===== src/rtl/core/ami_pkg.sv =====
package ami_pkg;

  localparam int DATA_WIDTH_DEF = 32;
  localparam int FRAC_BITS_DEF  = 16;
  localparam int IO_WIDTH       = 32;
  localparam int ROW_W          = 2;

  // Row index codes
  localparam logic [ROW_W-1:0] ROW_0    = 2'd0;
  localparam logic [ROW_W-1:0] ROW_1    = 2'd1;
  localparam logic [ROW_W-1:0] ROW_2    = 2'd2;
  localparam logic [ROW_W-1:0] ROW_NONE = 2'd3;

  // Sequencer states
  typedef enum logic [2:0] {
    ST_IDLE,
    ST_MUL,
    ST_DIV,
    ST_EMIT
  } state_t;

  // Operand selectors for the shared multiply-accumulate step
  typedef enum logic [1:0] {
    ACC_LOAD,
    ACC_SUB,
    ACC_ADD
  } acc_op_t;

endpackage


===== src/rtl/core/ami_recip.sv =====
// Restoring divider: 2^(2F) / |det|, one quotient bit per cycle, then sign and saturate.
module ami_recip #(
  parameter int DATA_WIDTH = ami_pkg::DATA_WIDTH_DEF,
  parameter int FRAC_BITS  = ami_pkg::FRAC_BITS_DEF
) (
  input  logic                         clk,
  input  logic                         rst_n,
  input  logic                         start,
  input  logic signed [DATA_WIDTH-1:0] det,
  output logic                         done,
  output logic signed [DATA_WIDTH-1:0] recip
);
  localparam int NB = 2 * FRAC_BITS + 1;   // numerator bits
  localparam int CW = $clog2(NB + 1);
  localparam logic [NB-1:0] NUM = {1'b1, {(NB-1){1'b0}}};
  localparam logic [DATA_WIDTH:0] VMAXU = {2'b00, {(DATA_WIDTH-1){1'b1}}};

  logic [NB-1:0]       num_r, num_nxt;
  logic [DATA_WIDTH:0] rem_r, rem_nxt;
  logic [DATA_WIDTH:0] dvs_r, dvs_nxt;
  logic [NB-1:0]       quo_r, quo_nxt;
  logic [CW-1:0]       cnt_r, cnt_nxt;
  logic                busy_r, busy_nxt, neg_r, neg_nxt;
  logic                done_r, done_nxt;
  logic [DATA_WIDTH+1:0] trial;
  logic [DATA_WIDTH:0]   shifted;
  logic signed [DATA_WIDTH:0] det_x;

  always_comb begin
    det_x    = {det[DATA_WIDTH-1], det};
    shifted  = {rem_r[DATA_WIDTH-1:0], num_r[NB-1]};
    trial    = {1'b0, shifted} - {1'b0, dvs_r};
    num_nxt  = num_r;
    rem_nxt  = rem_r;
    dvs_nxt  = dvs_r;
    quo_nxt  = quo_r;
    cnt_nxt  = cnt_r;
    busy_nxt = busy_r;
    neg_nxt  = neg_r;
    done_nxt = 1'b0;
    if (start) begin
      num_nxt  = NUM;
      rem_nxt  = '0;
      dvs_nxt  = det[DATA_WIDTH-1] ? (~det_x + 1'b1) : det_x;
      quo_nxt  = '0;
      cnt_nxt  = CW'(NB);
      busy_nxt = 1'b1;
      neg_nxt  = det[DATA_WIDTH-1];
    end else if (busy_r) begin
      num_nxt = {num_r[NB-2:0], 1'b0};
      if (!trial[DATA_WIDTH+1]) begin
        rem_nxt = trial[DATA_WIDTH:0];
        quo_nxt = {quo_r[NB-2:0], 1'b1};
      end else begin
        rem_nxt = shifted;
        quo_nxt = {quo_r[NB-2:0], 1'b0};
      end
      cnt_nxt = cnt_r - 1'b1;
      if (cnt_r == CW'(1)) begin
        busy_nxt = 1'b0;
        done_nxt = 1'b1;
      end
    end
  end

  always_ff @(posedge clk) begin
    if (!rst_n) begin
      busy_r <= 1'b0;
      done_r <= 1'b0;
      cnt_r  <= '0;
    end else begin
      busy_r <= busy_nxt;
      done_r <= done_nxt;
      cnt_r  <= cnt_nxt;
    end
    num_r <= num_nxt;
    rem_r <= rem_nxt;
    dvs_r <= dvs_nxt;
    quo_r <= quo_nxt;
    neg_r <= neg_nxt;
  end

  // Quotient is at most 2^(2F); saturate to the data range with sign.
  logic [NB:0] qx;
  always_comb begin
    qx = {1'b0, quo_r};
    if (neg_r) begin
      if (qx > (NB+1)'(VMAXU) + 1'b1) recip = {1'b1, {(DATA_WIDTH-1){1'b0}}};
      else recip = DATA_WIDTH'(~qx + 1'b1);
    end else begin
      if (qx > (NB+1)'(VMAXU)) recip = {1'b0, {(DATA_WIDTH-1){1'b1}}};
      else recip = DATA_WIDTH'(qx);
    end
  end
  assign done = done_r;

  a_done_after_busy: assert property (@(posedge clk) disable iff (!rst_n)
    done_r |-> $past(busy_r)) else $error("divider done without busy");
  a_no_start_busy: assert property (@(posedge clk) disable iff (!rst_n)
    busy_r && !start |=> busy_r || done_r) else $error("divider dropped busy");
  a_cnt_zero_idle: assert property (@(posedge clk) disable iff (!rst_n)
    done_r |-> cnt_r == '0) else $error("divider count mismatch");
endmodule


===== config.mk =====
export PLATFORM = sky130hd
export DESIGN_NAME = ami_recip
export DESIGN_NICKNAME = d
export VERILOG_FILES = /design/src/rtl/core/ami_pkg.sv /design/src/rtl/core/ami_recip.sv
export SDC_FILE = /design/constraint.sdc
export NUM_CORES = 1
export LEC_CHECK = 0
export ABC_CLOCK_PERIOD_IN_PS = 3600
export BUFFER_PORTS_ARGS = -buffer_cell sky130_fd_sc_hd__buf_2
export CORE_UTILIZATION = 61
export DETAILED_ROUTE_END_ITERATION = 6
export PLACE_DENSITY_LB_ADDON = 0.12
export REMOVE_ABC_BUFFERS = 1
export SKIP_LAST_GASP = 1
export SYNTH_ARGS = -nofsm -noshare
export SYNTH_HDL_FRONTEND = slang
export SYNTH_SLANG_ARGS = --single-unit

===== constraint.sdc =====
create_clock -name clk -period 3.6 [get_ports clk]
set_input_delay 0.54 -clock clk [delete_from_list [all_inputs] [get_ports clk]]
set_output_delay 0.54 -clock clk [all_outputs]
set_load 0.02 [all_outputs]

==> flow_metrics.py <==
metrics = {
    "logic_synthesis": {
        "ys_top_cells_by_count": "93 x nor2_1, 74 x dfxtp_1, 73 x nand2_1",
        "synthTopCellsByArea": "dfxtp_1 20%, edfxtp_1 14%, mux2i_1 8.3%",
        "ys_async_sr_fraction_pct": 0,
        "synth_area_per_cell_sq_um": 8.38,
        "yosys_register_bits": 108,
        "synth-edff-count": 34,
        "netlist_area_sq_mm": 0.00750,
        "ys.flop_type": "dfxtp_1",
        "synthCells": 895,
        "ys_warn_count": 0,
        "synth_top_area_cell": "dfxtp_1",
        "synth_most_common_cell": "nor2_1",
        "synth_cell_types": 65,
        "ys_seq_area_share_pct": 33.4,
        "synth_top_area_share_pct": 19.8,
    },
    "sta": {
        "skew_ps": 7.42,
        "post-route-period-util_pct": 99.0,
        "drv_slew": 0,
        "max-slew-margin-rel_pct": 43.2,
        "timing.final.ws_setup_ps": 34.3,
        "setup_viol": 0,
        "rsz0062_at_grt": "true",
        "fmax_mhz": 280,
        "tightestPinTransition_ps": 846,
        "finalHoldViolCount": 0,
        "min_period_ps": 3570,
    },
    "global_route": {
        "antenna_found_initial": 1,
        "grt_pass1_vias": 6512,
        "grt.total_usage_pct": 29.2,
        "grt_start_max_net_pins": 53,
        "grt_pass1_wl_microns": 30300,
        "grt_overflow": 0,
    },
    "cells_and_area": {
        "seqCellArea_sq_mm": 0.00251,
        "area_growth_pct": 15.8,
        "fillers": 932,
        "fin_nets": 1029,
        "multiInputGateArea_sq_mm": 0.00479,
        "drive_above_1_share_pct": 17.9,
    },
    "pwr": {
        "p_sw_share_pct": 31.9,
        "comb_power_share_pct": 27.5,
        "power_switching_uw": 1060,
        "vdd_drop_max_v": 0.000258,
        "pwr-share-seq_pct": 41.9,
        "p_leak_uw": 0.00393,
        "p_clk_share_pct": 30.6,
        "p_int_uw": 2280,
        "p_per_area_mw_per_mm2": 385,
        "totalPowerFinal_uw": 3340,
    },
    "worst_hold_path": {
        "hold_class": "input port to register",
        "min_from": "det[0]",
    },
    "floorplan": {
        "die_h_microns": 113,
        "die_x_microns": 113,
        "placementRows": 40,
        "start_util_pct": 62.4,
        "io_pins": 68,
        "coreArea_sq_mm": 0.0120,
        "dieArea_sq_mm": 0.0127,
    },
    "worst_setup_path": {
        "crit_type": "register to primary output",
        "cp_num_buf_inv": 2,
        "crit_chain": "nor4_2 > nand4_1 > nor3_4 > nand3_2 > o41ai_2 > nand2b_1 > buf_6 > o41ai_1 > nand2_1 > o311ai_4 > buf_4",
        "worstSetupStartpoint": "quo_r[19]",
        "r2r_start": "dvs_r[1]",
        "r2r_slack_ps": 260,
        "slowest_stage": "dfxtp_2",
        "cp_slowest_stage_delay_ps": 390,
        "path_delay_family": "simple AND/OR/NAND/NOR gates",
        "cp.arrival_ps": 3030,
        "worst-path-max-fanout": 29,
        "end_kind": "primary output",
        "cp_data_required_time_ps": 3060,
        "cp-start-kind": "register",
    },
    "clocking": {
        "cts_hold_buffers": 0,
        "clk_pin_slew_ps": 80,
        "cts_buffer_depth": 2,
        "root_buffer": "clkbuf_16",
        "cts.sinks": 108,
        "h-tree-depth": 3,
        "numCtsBuffers": 9,
        "clock_latency_ps": 360,
        "cts_tree": "yes",
    },
    "routing": {
        "via_per_inst": 6.26,
        "vias": 6936,
        "drc": 0,
        "drt_iter0_markers": 531,
        "drtAntennaViolNets": 0,
        "drt_wl_total_microns": 19100,
        "first_pass_iters": 5,
        "post_drt_wl_per_cell_microns": 17.2,
    },
    "placed_design": {
        "port_buffers": 67,
        "gp_congestion": 0.884,
        "dp_hpwl_microns": 12900,
        "dp_slack_ps": 214,
    },
    "outcome": {
        "outcome": "completed",
    },
    "job": {
        "maxCapViolations": 0,
    },
}
timing repair:
action / CTS / global route
gates resized for setup: 6 / 50
endpoints found under the setup margin: 25 / 34
cloned: 0 / 3
pin swaps: 0 / 10
buffers inserted: 0 / 9
hold endpoints to repair: 0 / 0
placed cells by master (no fill, tap or decap), types with 15 or more instances in the layout:
master	count
edfxtp_1	34
a21oi_1	42
a21o_1	15
xnor2_1	43
buf_2	61
o21ai_0	28
buf_4	40
xor2_1	19
dfxtp_1	70
inv_1	61
o311ai_1	15
nand2_1	71
nor2_1	92
mux2i_1	62
nor3_1	17
a211oi_1	29
ha_1	37
layout make-up:
class,count,area share (%)
multi-input combinational,666,55.2
sequential,108,28.9
timing repair buffer,105,7.49
inverter,65,2.81
clock buffer,9,2.59
tap,147,2.12
clock inverter,7,0.865
antenna,1,0.0288
power by group through the flow:
stage	clock (uW)	sequential (uW)	combinational, uW
2_1_floorplan	0	1430	639
3_3_place_gp	0	1420	844
3_5_place_dp	0	1430	867
4_1_cts	1040	1400	881
5_1_grt	1080	1410	1000
6_report	1020	1400	920
worst paths after layout:
check	end	cells past startpoint
setup reg to reg	rem_r[15]	12
hold reg to reg	num_r[32]	1
hold / removal	dvs_r[0]	1
setup / recovery	recip[3]	11
layer usage:
layer  GRT usage [%]  routed length, microns
met5               0                       0
met1            35.8                    8260
met3            5.41                     993
met4            13.8                     516
met2            50.0                    9320
through the flow:
stage          util (%)  setup TNS [ps]  hold slack, ps  instances  instance area, sq um
2_1_floorplan         -           -8980             430        838                  7280
3_3_place_gp       66.8               0             442       1079                  8030
3_5_place_dp       66.8               0             459       1079                  8030
4_1_cts            69.6               0             399       1095                  8360
5_1_grt            72.3            -659             409       1108                  8680
6_report           72.3               0             408       1108                  8680
registers in the layout, indices dropped and copies added (netlist names):
name and cells:
done 1, busy_r 1, neg_r 1, quo_r 33, dvs_r 33, rem_r 32, num_r 1, cnt_r 6
logic make-up after synthesis:
group	Yosys count	synth area share (%)
and+or+nand+nor	277	17.6
AOI/OAI and AO/OA	222	20.4
buffers and inverters	122	6.14
DFF	108	33.4
muxes	64	8.58
xor gates and xnor gates	62	7.24
adders and majority gates	39	6.61
other	1	0.0500
Note: power is estimated with default switching activity, not from simulation.
